$ cat config.mk
export PLATFORM = sky130hd
export DESIGN_NAME = fdtd_ram
export DESIGN_NICKNAME = d
export VERILOG_FILES = /design/src/fdtd_ram.sv
export SDC_FILE = /design/constraint.sdc
export NUM_CORES = 2
export LEC_CHECK = 0
export BUFFER_PORTS_ARGS = -buffer_cell sky130_fd_sc_hd__buf_2
export CORE_MARGIN = 5
export CORE_UTILIZATION = 57
export DETAILED_ROUTE_END_ITERATION = 7
export GPL_ROUTABILITY_DRIVEN = 0
export GPL_TIMING_DRIVEN = 0
export PLACE_DENSITY = 0.76
export REMOVE_ABC_BUFFERS = 1
export SYNTH_ARGS = -nofsm -noshare
export SYNTH_HDL_FRONTEND = slang
export SYNTH_SLANG_ARGS = --single-unit
$ cat constraint.sdc
create_clock -name clk -period 4.4 [get_ports clk]
set_clock_uncertainty 0.1 [all_clocks]
set_input_delay 0.88 -clock clk [delete_from_list [all_inputs] [get_ports clk]]
set_output_delay 0.88 -clock clk [all_outputs]
set_load 0.01 [all_outputs]
$ cat src/fdtd_ram.sv
// ----------------------------------------------------------------------------
// fdtd_ram
// Generic RAM: one write port, two read ports, registered read data.
// ----------------------------------------------------------------------------
module fdtd_ram #(
  parameter int WIDTH = 32,
  parameter int DEPTH = 64,
  localparam int AW   = $clog2(DEPTH)
) (
  input  logic             clk,
  input  logic             we,
  input  logic [AW-1:0]    waddr,
  input  logic [WIDTH-1:0] wdata,
  input  logic [AW-1:0]    raddr_a,
  input  logic [AW-1:0]    raddr_b,
  output logic [WIDTH-1:0] rdata_a,
  output logic [WIDTH-1:0] rdata_b
);

  logic [WIDTH-1:0] mem [DEPTH];

  always_ff @(posedge clk) begin
    if (we) begin
      mem[waddr] <= wdata;
    end
    rdata_a <= mem[raddr_a];
    rdata_b <= mem[raddr_b];
  end

endmodule

Yosys cells after proc, flatten, opt, wreduce, memory -nomap -nowiden

Memories as Yosys holds them, arrays and structs flattened. A register that Yosys moved wholly into a read port is not among the register bits.
Cells that the tools add are included.

Register bits after elaboration: 0
Bits in latches: 0
Memory bits (writable): 2048
Memory bits (read-only): 0
Bits of input ports: 52
Output and inout bits: 64
Logic and storage cells: 3
Memories: 1

Add/subtract/negate cells: 0
Multipliers: 0
Div/mod/pow operators: 0
Magnitude comparators: 0
Equality and inequality tests: 0
Shifts and indexed selects: 0
Multiplexer cells: 2
Bitwise logic cells: 0
Reduce and logical (&&, ||, !) cells: 0

Memory list:

| name | words | width | rd ports | clocked after Yosys merged registers in | wr ports | RTL line | text |
|---|---|---|---|---|---|---|---|
| mem  | 64    | 32    | 2        | 2                                       | 1        | 20       | `logic [WIDTH-1:0] mem [DEPTH];` |

Operators by type and width:

| operator          | count |
|---|---|
| 1-bit two-way mux | 2 |

Depth between registers and ports, before layout

Depth after elaboration: 2
Mapped depth: 10
Gate-level depth less buffers: 5

Least setup slack after synthesis

Ideal clock, no wire load.

Path kind: input to register
Start: input port waddr[3]
End: memory mem[48][0] (enable)
Library setup time: 461 ps
Arrival: 3610 ps
Data required time: 3839 ps
Setup slack: 229 ps
Cell stages on the path: 4
Buffers on the path: 1
Cells stage by stage: clkbuf_1 -> nor2b_1 -> nand4b_1 -> nor3_1

RTL lines:

| element         | RTL line | text |
|---|---|---|
| start, declared | 12       | `input logic [AW-1:0] waddr,` |
| end, declared   | 20       |  |

No word-level cell before the write port.

==> flow_metrics.py <==
metrics = {
    "status": {
        "status": "finished with violations",
        "violations": "capacitance limit, slew limit",
    },
    "finish": {
        "fin_nets": 4596,
        "areaGrowthSynthToFinish_pct": 13.0,
        "drive_gt1_frac": 0.386,
        "multi_input_area_mm2": 0.0317,
        "instances_no_fill": 6923,
        "regArea_mm2": 0.0628,
        "nFillCells": 10400,
    },
    "route": {
        "first_pass_iters": 7,
        "vias_per_cell": 7.55,
        "ant_nets": 0,
        "drtIter0Drc": 8735,
        "wl_per_cell_um": 40.5,
        "drcViolationCount": 0,
        "vias": 52300,
        "drt-total-wl_um": 280000,
    },
    "sta": {
        "max_slew_margin": -0.0412,
        "period_needed_ns": 4.17,
        "post-route-period-util": 0.947,
        "drv_slew": 40,
        "worst_pin_slew_ns": 1.56,
        "finalHoldViolCount": 0,
        "setup_violations": 0,
        "fin_setup_tns_ns": 0,
        "rsz0062_at_grt": "false",
        "fmax_mhz": 240,
    },
    "grt": {
        "met2_usage": 0.492,
        "busiest_layer": "met2",
        "use_met1": 0.430,
        "grt_pass1_wl_um": 395000,
        "antenna_found_initial": 12,
        "grt_pass1_vias": 53400,
        "grtUsageMet3": 0.0966,
        "grt_max_degree": 96,
        "grt_use_total": 0.321,
        "grt_overflow": 0,
    },
    "yosys": {
        "ys_top_cells_by_area": "edfxtp_1 (64%), mux4_2 (26%), mux2i_1 (2.1%)",
        "synth.top_cells.by_count": "edfxtp_1 (2,048), mux4_2 (1,124), mux2i_1 (204)",
        "synthXorXnorAreaFrac": 0,
        "yosys.area.top_type_share": 0.643,
        "synth_area_leader_cell": "edfxtp_1",
        "netlist_area_mm2": 0.0957,
        "syn_inst": 4412,
        "synth-seq-cells": 2112,
        "synth.avg_cell_area_um2": 21.7,
        "yosysMostFrequentCell": "edfxtp_1",
        "synth-seq-area-share": 0.656,
        "synth_top_family_by_area": "multiplexers",
        "synth_mux_area_frac": 0.290,
        "synth-simple-area-share": 0.0113,
        "synth-edff-count": 2048,
        "synth-adder-area-share": 0,
        "yosys_warnings": 0,
        "synth_compound_area_frac": 0.0239,
        "async_flop_share": 0,
        "synth.distinct_cells": 38,
        "synthFlopType": "edfxtp_1",
    },
    "place": {
        "portBuffers": 115,
        "dp_hpwl_um": 169000,
        "place_inst": 6536,
    },
    "setup_path": {
        "cp_max_fo": 65,
        "critPathCaptureType": "flip-flop",
        "cp.arrival_ns": 4.84,
        "critPathKind": "input port to flip-flop",
        "crit_path_start_kind": "input port",
        "required_ns": 5.07,
    },
    "clocking": {
        "cts_tree": "built",
        "cts_max_level": 4,
        "clk_pin_slew_ns": 0.06,
        "numCtsBuffers": 203,
        "ctsHoldBuffers": 0,
        "clk_path_buf_depth": 3,
        "clkLatencyLatePin_ns": 0.85,
        "cts.sinks": 2112,
        "cts-root-buf": "clkbuf_16",
    },
    "power": {
        "pwr_density_cell_mw_per_mm2": 402,
        "peakVddDrop_uv": 355,
        "leakagePower_nw": 33.8,
        "finalPower_mw": 43.5,
    },
    "floorplanning": {
        "fp.dieW_um": 420,
        "pin_count": 116,
        "die_height_um": 420,
        "row_count": 150,
        "placeableCoreArea_mm2": 0.167,
        "start_util": 0.573,
        "fp.dieArea_mm2": 0.176,
    },
    "hold_path": {
        "holdCritPathClass": "input port to flip-flop",
    },
    "flow_run": {
        "maxCapViolations": 1,
    },
}
-- per-layer routing --
layer / share of wire / vias up
met5: 0.00072 / -
met4: 0.056 / 8
met3: 0.14 / 815
met2: 0.47 / 4180
met1: 0.33 / 27500
li1: - / 19800
-- where the power goes --
part | leakage (nW) | internal (mW) | total (mW) | switching [mW]
combinational | 11.7 | 1.52 | 3.64 | 2.12
sequential | 19.0 | 22.3 | 22.4 | 0.110
clock | 3.22 | 9.94 | 17.4 | 7.50
total | 33.8 | 33.7 | 43.5 | 9.73
-- placed cells by master (no fill, tap or decap), types with 58 or more instances in the layout --
cell type	instances
a21oi_1	58
buf_2	105
mux4_2	1124
a22oi_1	85
nor2_4	63
mux2i_1	204
edfxtp_1	2048
clkbuf_16	210
dfxtp_1	64
nand2_1	91
buf_12	85
-- worst max-delay path, stage by stage --
cell      delay, ns
buf_8          0.35
buf_16         0.32
buf_16         0.37
buf_16         0.32
buf_16         0.39
mux4_2         0.34
mux2i_1        0.09
a221oi_1       1.13
o32a_1         0.32
-- flip-flops by register name, summed over array words and instances, names as in the netlist --
signal and cells:
rdata_a 32, rdata_b 32, mem 2048
-- cell type report --
type | count | share of cell area
Antenna cell | 7 | 0.000162
Clock buffer | 252 | 0.0501
Clock inverter | 121 | 0.0108
Inverter | 1 | 0.0000347
Multi-Input combinational cell | 1952 | 0.293
Sequential cell | 2112 | 0.581
Tap cell | 2204 | 0.0255
Timing Repair Buffer | 274 | 0.0392
-- kinds of logic (layout without fill, tap and decap cells) --
| logic type | count (synthesis) | after routing |
|---|---|---|
| and+or+nand+nor | 248 | 248 |
| AOI/OAI and AO/OA | 340 | 340 |
| other | 0 | 7 |
| muxes | 1364 | 1364 |
| DFF | 2112 | 2112 |
| buffers and inverters | 348 | 648 |
-- repair_timing --
action,CTS,global route
resized for setup,7,4
setup endpoints to repair,14,20
cloned,4,3
setup buffers,0,0
-- final timing paths --
path | from | endpoint | slack [ns] | cells after the start
worst min register to register | mem[28][4]$_DFFE_PP_ | rdata_a[4]$_DFF_P_ | 0.80 | 5
worst min-delay path | waddr[1] | mem[49][18]$_DFFE_PP_ | 0.42 | 2
worst max register to register | mem[47][25]$_DFFE_PP_ | rdata_a[25]$_DFF_P_ | 1.65 | 5
worst max-delay path | raddr_a[0] | rdata_a[15]$_DFF_P_ | 0.23 | 9
-- metrics by stage --
step / hold WS, ns / worst slack (ns) / instance area [um^2] / util
floorplan: 0.680 / 0.371 / 93900 / -
global placement: 0.771 / -14.78 / 97300 / 0.582
detailed placement: 0.776 / -1.65 / 101000 / 0.606
CTS: 0.357 / 0.0323 / 108000 / 0.646
global route: 0.408 / 0.102 / 108000 / 0.647
finish: 0.418 / 0.232 / 108000 / 0.647
Note: power is estimated with default switching activity, not from simulation.
