**src/fdtd_pkg.sv**
```systemverilog
// ----------------------------------------------------------------------------
// fdtd_pkg
// Shared sizes, codes, types and helper functions of the FDTD grid engine.
// ----------------------------------------------------------------------------
package fdtd_pkg;

  localparam int MAX_NX   = 64;
  localparam int MAX_NY   = 64;
  localparam int VAL_W    = 32;
  localparam int FRAC_W   = 16;
  localparam int COEF_W   = 16;
  localparam int IDX_W    = 7;
  localparam int FUNC_W   = 2;
  localparam int SEL_W    = 2;
  localparam int CFG_IW   = 2;
  localparam int CFG_DW   = 16;

  localparam int P_DEPTH  = MAX_NX * MAX_NY;
  localparam int U_STRIDE = MAX_NX + 1;
  localparam int U_DEPTH  = U_STRIDE * MAX_NY;
  localparam int V_DEPTH  = MAX_NX * (MAX_NY + 1);
  localparam int P_AW     = $clog2(P_DEPTH);
  localparam int U_AW     = $clog2(U_DEPTH);
  localparam int V_AW     = $clog2(V_DEPTH);

  localparam int CLR_DEPTH = (U_DEPTH > V_DEPTH) ? U_DEPTH : V_DEPTH;
  localparam int CLR_W     = $clog2(CLR_DEPTH);
  localparam int ZB_N      = (MAX_NX > MAX_NY) ? MAX_NX : MAX_NY;
  localparam int ZB_W      = $clog2(ZB_N);

  localparam int TERM_W   = VAL_W + 1;
  localparam int PROD_W   = VAL_W + COEF_W + 1;
  localparam int SUM_W    = VAL_W + 2;
  localparam int ROUND    = 1 << (FRAC_W - 1);

  localparam logic [IDX_W-1:0]  CELLS_RST = IDX_W'(64);
  localparam logic [COEF_W-1:0] COEF_RST  = COEF_W'(32768);

  typedef enum logic [FUNC_W-1:0] {
    FN_WRITE = 2'd0,
    FN_READ  = 2'd1,
    FN_STEP  = 2'd2,
    FN_ZERO  = 2'd3
  } func_t;

  localparam logic [SEL_W-1:0] SEL_P = 2'd0;
  localparam logic [SEL_W-1:0] SEL_U = 2'd1;
  localparam logic [SEL_W-1:0] SEL_V = 2'd2;

  localparam logic [CFG_IW-1:0] REG_CELLS_X = 2'd0;
  localparam logic [CFG_IW-1:0] REG_CELLS_Y = 2'd1;
  localparam logic [CFG_IW-1:0] REG_COEF_X  = 2'd2;
  localparam logic [CFG_IW-1:0] REG_COEF_Y  = 2'd3;

  typedef enum logic [3:0] {
    ST_CLEAR,
    ST_IDLE,
    ST_RDW,
    ST_RD,
    ST_DIF,
    ST_MUL,
    ST_AD1,
    ST_AD2,
    ST_ZB,
    ST_FIN
  } state_t;

  typedef enum logic [1:0] {
    PH_P,
    PH_U,
    PH_V
  } phase_t;

  typedef struct packed {
    logic clr;
    logic dif_en;
    logic mul_en;
    logic ad1_en;
    logic ad2_en;
    logic two_terms;
  } alu_ctl_t;

  function automatic logic sat_hit(input logic signed [SUM_W-1:0] x);
    return !((&x[SUM_W-1:VAL_W-1]) || !(|x[SUM_W-1:VAL_W-1]));
  endfunction

  function automatic logic [VAL_W-1:0] sat_val(input logic signed [SUM_W-1:0] x);
    logic [VAL_W-1:0] r;
    if (!sat_hit(x)) r = x[VAL_W-1:0];
    else if (x[SUM_W-1]) r = {1'b1, {(VAL_W-1){1'b0}}};
    else r = {1'b0, {(VAL_W-1){1'b1}}};
    return r;
  endfunction

  function automatic logic [IDX_W-1:0] eff_cnt(input logic [IDX_W-1:0] v,
                                               input int unsigned lim);
    logic [IDX_W-1:0] r;
    if (v == '0) r = IDX_W'(1);
    else if (32'(v) > lim) r = IDX_W'(lim);
    else r = v;
    return r;
  endfunction

  function automatic logic [P_AW-1:0] p_addr(input logic [IDX_W-1:0] c,
                                             input logic [IDX_W-1:0] r);
    return P_AW'(32'(r) * MAX_NX + 32'(c));
  endfunction

  function automatic logic [U_AW-1:0] u_addr(input logic [IDX_W-1:0] c,
                                             input logic [IDX_W-1:0] r);
    return U_AW'(32'(r) * U_STRIDE + 32'(c));
  endfunction

  function automatic logic [V_AW-1:0] v_addr(input logic [IDX_W-1:0] c,
                                             input logic [IDX_W-1:0] r);
    return V_AW'(32'(r) * MAX_NX + 32'(c));
  endfunction

endpackage

```
**src/fdtd_alu.sv**
```systemverilog
// ----------------------------------------------------------------------------
// fdtd_alu
// Cell update datapath: saturated differences, scaling by coefficients with
// round half up, and two saturated sums, all registered but the second sum.
// ----------------------------------------------------------------------------
module fdtd_alu
  import fdtd_pkg::*;
(
  input  logic                    clk,
  input  logic                    rst,
  input  alu_ctl_t                ctl,
  input  logic signed [VAL_W-1:0] a1,
  input  logic signed [VAL_W-1:0] b1,
  input  logic signed [VAL_W-1:0] a2,
  input  logic signed [VAL_W-1:0] b2,
  input  logic signed [VAL_W-1:0] old,
  input  logic [COEF_W-1:0]       coef1,
  input  logic [COEF_W-1:0]       coef2,
  output logic signed [VAL_W-1:0] result,
  output logic                    clipped
);

  logic signed [SUM_W-1:0]  d1_full, d2_full, s1_full, s2_full;
  logic signed [VAL_W-1:0]  d1, d2, old_r, s1;
  logic signed [PROD_W-1:0] p1, p2;
  logic signed [TERM_W-1:0] t1, t2;
  logic                     hit;

  assign d1_full = SUM_W'(a1) - SUM_W'(b1);
  assign d2_full = SUM_W'(a2) - SUM_W'(b2);
  assign p1      = PROD_W'(d1) * PROD_W'($signed({1'b0, coef1}));
  assign p2      = PROD_W'(d2) * PROD_W'($signed({1'b0, coef2}));
  assign s1_full = SUM_W'(old_r) + SUM_W'(t1);
  assign s2_full = SUM_W'(s1) + SUM_W'(t2);
  assign result  = sat_val(s2_full);

  // Second difference only counts for a pressure update.
  assign hit = (ctl.dif_en && (sat_hit(d1_full) || (ctl.two_terms && sat_hit(d2_full))))
            || (ctl.ad1_en && sat_hit(s1_full))
            || (ctl.ad2_en && sat_hit(s2_full));

  always_ff @(posedge clk) begin
    if (ctl.dif_en) begin
      d1    <= sat_val(d1_full);
      d2    <= ctl.two_terms ? sat_val(d2_full) : '0;
      old_r <= old;
    end
    if (ctl.mul_en) begin
      t1 <= TERM_W'((p1 + PROD_W'(ROUND)) >>> FRAC_W);
      t2 <= TERM_W'((p2 + PROD_W'(ROUND)) >>> FRAC_W);
    end
    if (ctl.ad1_en) begin
      s1 <= sat_val(s1_full);
    end
  end

  always_ff @(posedge clk) begin
    if (rst || ctl.clr) begin
      clipped <= 1'b0;
    end else if (hit) begin
      clipped <= 1'b1;
    end
  end

endmodule

```
**config.mk**
```make
export PLATFORM = sky130hd
export DESIGN_NAME = fdtd_alu
export DESIGN_NICKNAME = d
export VERILOG_FILES = /design/src/fdtd_pkg.sv /design/src/fdtd_alu.sv
export SDC_FILE = /design/constraint.sdc
export NUM_CORES = 2
export LEC_CHECK = 0
export BUFFER_PORTS_ARGS = -buffer_cell sky130_fd_sc_hd__buf_2
export CAP_MARGIN = 20
export CORE_MARGIN = 2
export CORE_UTILIZATION = 65
export DETAILED_ROUTE_END_ITERATION = 8
export PLACE_DENSITY = 0.82
export SYNTH_ARGS = -nofsm -noshare
export SYNTH_HDL_FRONTEND = slang
export SYNTH_SLANG_ARGS = --single-unit
```
**constraint.sdc**
```tcl
create_clock -name clk -period 18.8 [get_ports clk]
set_clock_uncertainty 0.15 [all_clocks]
set_input_delay 2.82 -clock clk [delete_from_list [all_inputs] [get_ports clk]]
set_output_delay 2.82 -clock clk [all_outputs]
set_load 0.05 [all_outputs]
```
# Word-level counts from Yosys, hierarchy flattened
# Cells that the tools add are included.
# classes
n_addsub	6
mul	2
n_mux	8
reduce_logical	28
# op_table
operator	count
32-bit 2-to-1 mux	8
49-bit by 17-bit adder with 49-bit output (second input constant)	2
32-bit by 17-bit multiplier with 49-bit output	2
32-bit by 33-bit adder with 34-bit output	2
32-bit by 32-bit subtractor with 33-bit output	2
3-bit AND reduction	4
3-bit OR reduction	4
1-bit zero test	8
1-bit logical OR	8
1-bit logical AND	4
# totals
ff_bits	195
inputBits	200
out_inout_bits	33
word_cells	51

# Longest topological paths before layout
# depth
depth_word	10
mapped_depth	26
ltp_nobuf	25

# Worst setup path before layout
# Ideal clock, no wire load.
# synth_path
kind	input-to-reg
from	in coef1[8]
to	reg t1[32] (data pin)
setup_ps	260
t_arrival_ps	8602
required_time_ps	18390
setup_slack_ps	9788
cell_stages	23
path_buffers	2
path_cell_list	clkbuf_1 -> nand2_1 -> fa_1 -> inv_1 -> fa_1 -> fa_1 -> fa_1 -> fa_1 -> inv_1 -> fa_1 -> inv_1 -> ha_1 -> buf_2 -> a21o_1 -> a21o_1 -> a2111oi_2 -> o211ai_1 -> a221oi_2 -> a21oi_1 -> o21a_1 -> o22a_1 -> a21oi_1 -> xnor2_1
# synth_via
elab_chain_len	2
# synth_lines
element	line_no	text
start: declaration	fdtd_alu.sv:17	input logic [COEF_W-1:0] coef1,
32-bit by 17-bit multiplier with 49-bit output	fdtd_alu.sv:31	assign p1 = PROD_W'(d1) * PROD_W'($signed({1'b0, coef1}));
49-bit by 17-bit adder with 49-bit output	fdtd_alu.sv:49	t1 <= TERM_W'((p1 + PROD_W'(ROUND)) >>> FRAC_W);
end signal: assignment	fdtd_alu.sv:49	
end: declaration	fdtd_alu.sv:26	logic signed [TERM_W-1:0] t1, t2;
# No other way between the ends.
# A chain may end at the register's enable or synchronous reset.

# Final worst setup path
# Same ends and word-level chain as after synthesis.

==> run metrics <==
Syn. warnings 0; Hold Crit Start clipped; Ports ~230; Sink Count ~200; count of final max-slew check failures 0; clock slew at the register clock pins of the worst setup and hold paths 0.08 ns; routability cong. around 0.95; Post-CTS Resized 0; GRT overflow 0; final hold viol count 0; Tmin final around 9.5 ns; number of synthesized flops with an enable pin slightly below 200; Synth Flop Type edfxtp_1; Initial Utilization 65.80%; Worst setup EP type register; setup bufs post-CTS 0; Setup TNS 0 ns; port bufs 232; WHS Path Cells 2; drt via density 5.639; FF-to-FF setup slack roughly 11 ns; Achievable Freq between 0.1 and 0.15 GHz; max_cap viols 0; wire per inst about 19 um; synthesized netlist net count ~7100; final worst-path setup slack ~9.3 ns; synthesized instance count roughly 5500; Rows 101; Initial DRT Pass Iterations 8; die width ~280 um; DRT Wirelength around 130 mm; Crit path required time 18.89 ns; core area 76200 sq um; share of layout cells above drive strength 1 5.461%; area grow syn2layout 4.778%; Syn Area/Cell 9.165 sq um; post-synthesis register bit count 195; root buffer cell clkbuf_16; reg2reg start d2[18]; post-synthesis cell type count roughly 80; antenna violations before repair 5; DR vias roughly 37000; 1st-iter DRT viols around 2600; DR DRC count 0; FF-to-FF End t2[16]; vias in the first global route between 30000 and 40000; Inserted Clock Buffers 17; CP startpoint kind input port; Critical Path AT ~9.6 ns; CTS tree built; crit path kind input port to register; RSZ-0062 raised after global routing no; hold buffers post-CTS 0; htree depth 4; nets 7129; run status finished, final reports clean; Tightest Pin Transition roughly 1 ns; Total GRT Usage about a third; Die Height approximately 280 um; Slew headroom between 30% and 40%; worst skew pair latency around 0.5 ns; synthesized area 50140 sq um; first-pass GRT wire length between 200 and 250 mm; asr flop ratio synth 0%; hold_ws just under 0.4 ns; Tcrit/Tclk final between 50% and 60%; R2R depth 22; die area slightly below 80000 sq um; setup violators final 0; Worst Path Max Fanout 32; post-synthesis sequential area ratio 11.66%; largest net degree at the start of global routing 68; final core utilization 68.95%; deepest clock path buffer count 2; DP HPWL about 100 mm; post-route ant nets 0; Hold Crit Endpoint clipped; Worst Hold Class register to register; post-place setup slack 8.834 ns
## synthesized netlist by cell type (11+ instances only)
library cell,count,share of area (%)
a21o_1,98,1.5
o21bai_1,22,0.33
o211ai_1,18,0.27
xnor2_1,103,1.8
nor3_1,32,0.32
o21a_1,37,0.55
nand2b_1,26,0.32
and2_1,686,8.6
fa_1,980,39
nand4_1,27,0.34
o21ai_2,11,0.19
ha_1,414,10
a21oi_1,197,2.0
inv_1,1397,10
xor2_1,75,1.3
a211oi_1,19,0.28
edfxtp_1,194,12
and3_1,22,0.27
nor2_1,113,0.85
nor2b_1,20,0.25
o21ai_0,164,1.6
a31oi_1,13,0.16
clkbuf_1,181,1.4
nand3_1,40,0.40
nand2_1,423,3.2
## per-layer routing
metal | global-route usage [%] | wire length (um) | vias up
li1 | - | - | 16709
met1 | 43.40 | 49560 | 18473
met2 | 55.61 | 61830 | 1621
met3 | 6.240 | 10720 | 313
met4 | 15.22 | 6020 | 2
met5 | 0 | 13 | -
## metrics by stage
stage                     cell area [sq um]  instances
after floorplan                       50140       5471
after global placement                51890       6546
after detailed placement              51890       6546
after CTS                             52530       6578
after global routing                  52530       6580
final                                 52540       6582
## worst max-delay path, cell delays in order
cell and delay [ns]:
buf_2 0.60, nand2_1 0.17, fa_1 0.57, inv_1 0.05, fa_1 0.48, fa_1 0.58, fa_1 0.43, fa_1 0.49
inv_1 0.05, fa_1 0.54, inv_1 0.07, ha_1 0.37, a21o_1 0.19, a21o_1 0.20, a2111oi_2 0.43, o211ai_1 0.27
a221oi_2 0.45, a21oi_1 0.15, o21a_1 0.23, o22a_1 0.24, a21oi_1 0.18, xnor2_1 0.07
## layout make-up
| type | instances | area (sq um) |
|---|---|---|
| antenna | 4 | 10.01 |
| clock buffer | 17 | 425.4 |
| clock inverter | 15 | 217.7 |
| fill | 5888 | 23660 |
| inverter | 1398 | 5248 |
| multi-input combinational | 3683 | 38280 |
| sequential | 195 | 5846 |
| tap | 1030 | 1289 |
| timing repair buffer | 240 | 1224 |
## flip-flops by register name, indices dropped and copies added, names as in the netlist
| signal | cells |
|---|---|
| d2 | 32 |
| t2 | 33 |
| d1 | 32 |
| t1 | 33 |
| clipped | 1 |
| old_r | 32 |
| s1 | 32 |
## cell families (layout without fill, tap and decap cells)
logic type	Yosys count	after routing	share of synthesized area, %
buf+inv	1593	1670	12.00
simple gates	1436	1436	15.17
fa+ha+maj	1397	1397	49.52
compound gates	671	671	8.526
flops	195	195	11.66
xor+xnor	178	178	3.109
mux	1	1	0.01996
other cells	0	4	0
## worst max-delay path by stage
stage | from | to | slack [ns] | cells past startpoint
after floorplan | coef1[8] | t1[32] | 9.79 | 23
after global placement | coef1[8] | t1[32] | 8.92 | 22
after detailed placement | coef1[8] | t1[32] | 8.83 | 22
after CTS | coef1[8] | t1[32] | 9.36 | 22
after global routing | coef1[8] | t1[32] | 9.03 | 22
final | coef1[8] | t1[32] | 9.26 | 22
## cells in the final DEF (no fill, tap or decap), types with 22 or more instances in the layout
master,n
a21o_1,98
a21oi_1,197
and2_1,686
and3_1,22
buf_2,231
edfxtp_1,194
fa_1,980
ha_1,414
inv_1,1397
nand2_1,423
nand2b_1,26
nand3_1,40
nand4_1,27
nor2_1,113
nor3_1,32
o21a_1,37
o21ai_0,164
o21bai_1,22
xnor2_1,103
xor2_1,75
Power is not shown: default switching activity piles up to over one toggle a cycle in this logic, so the estimate is an artifact.
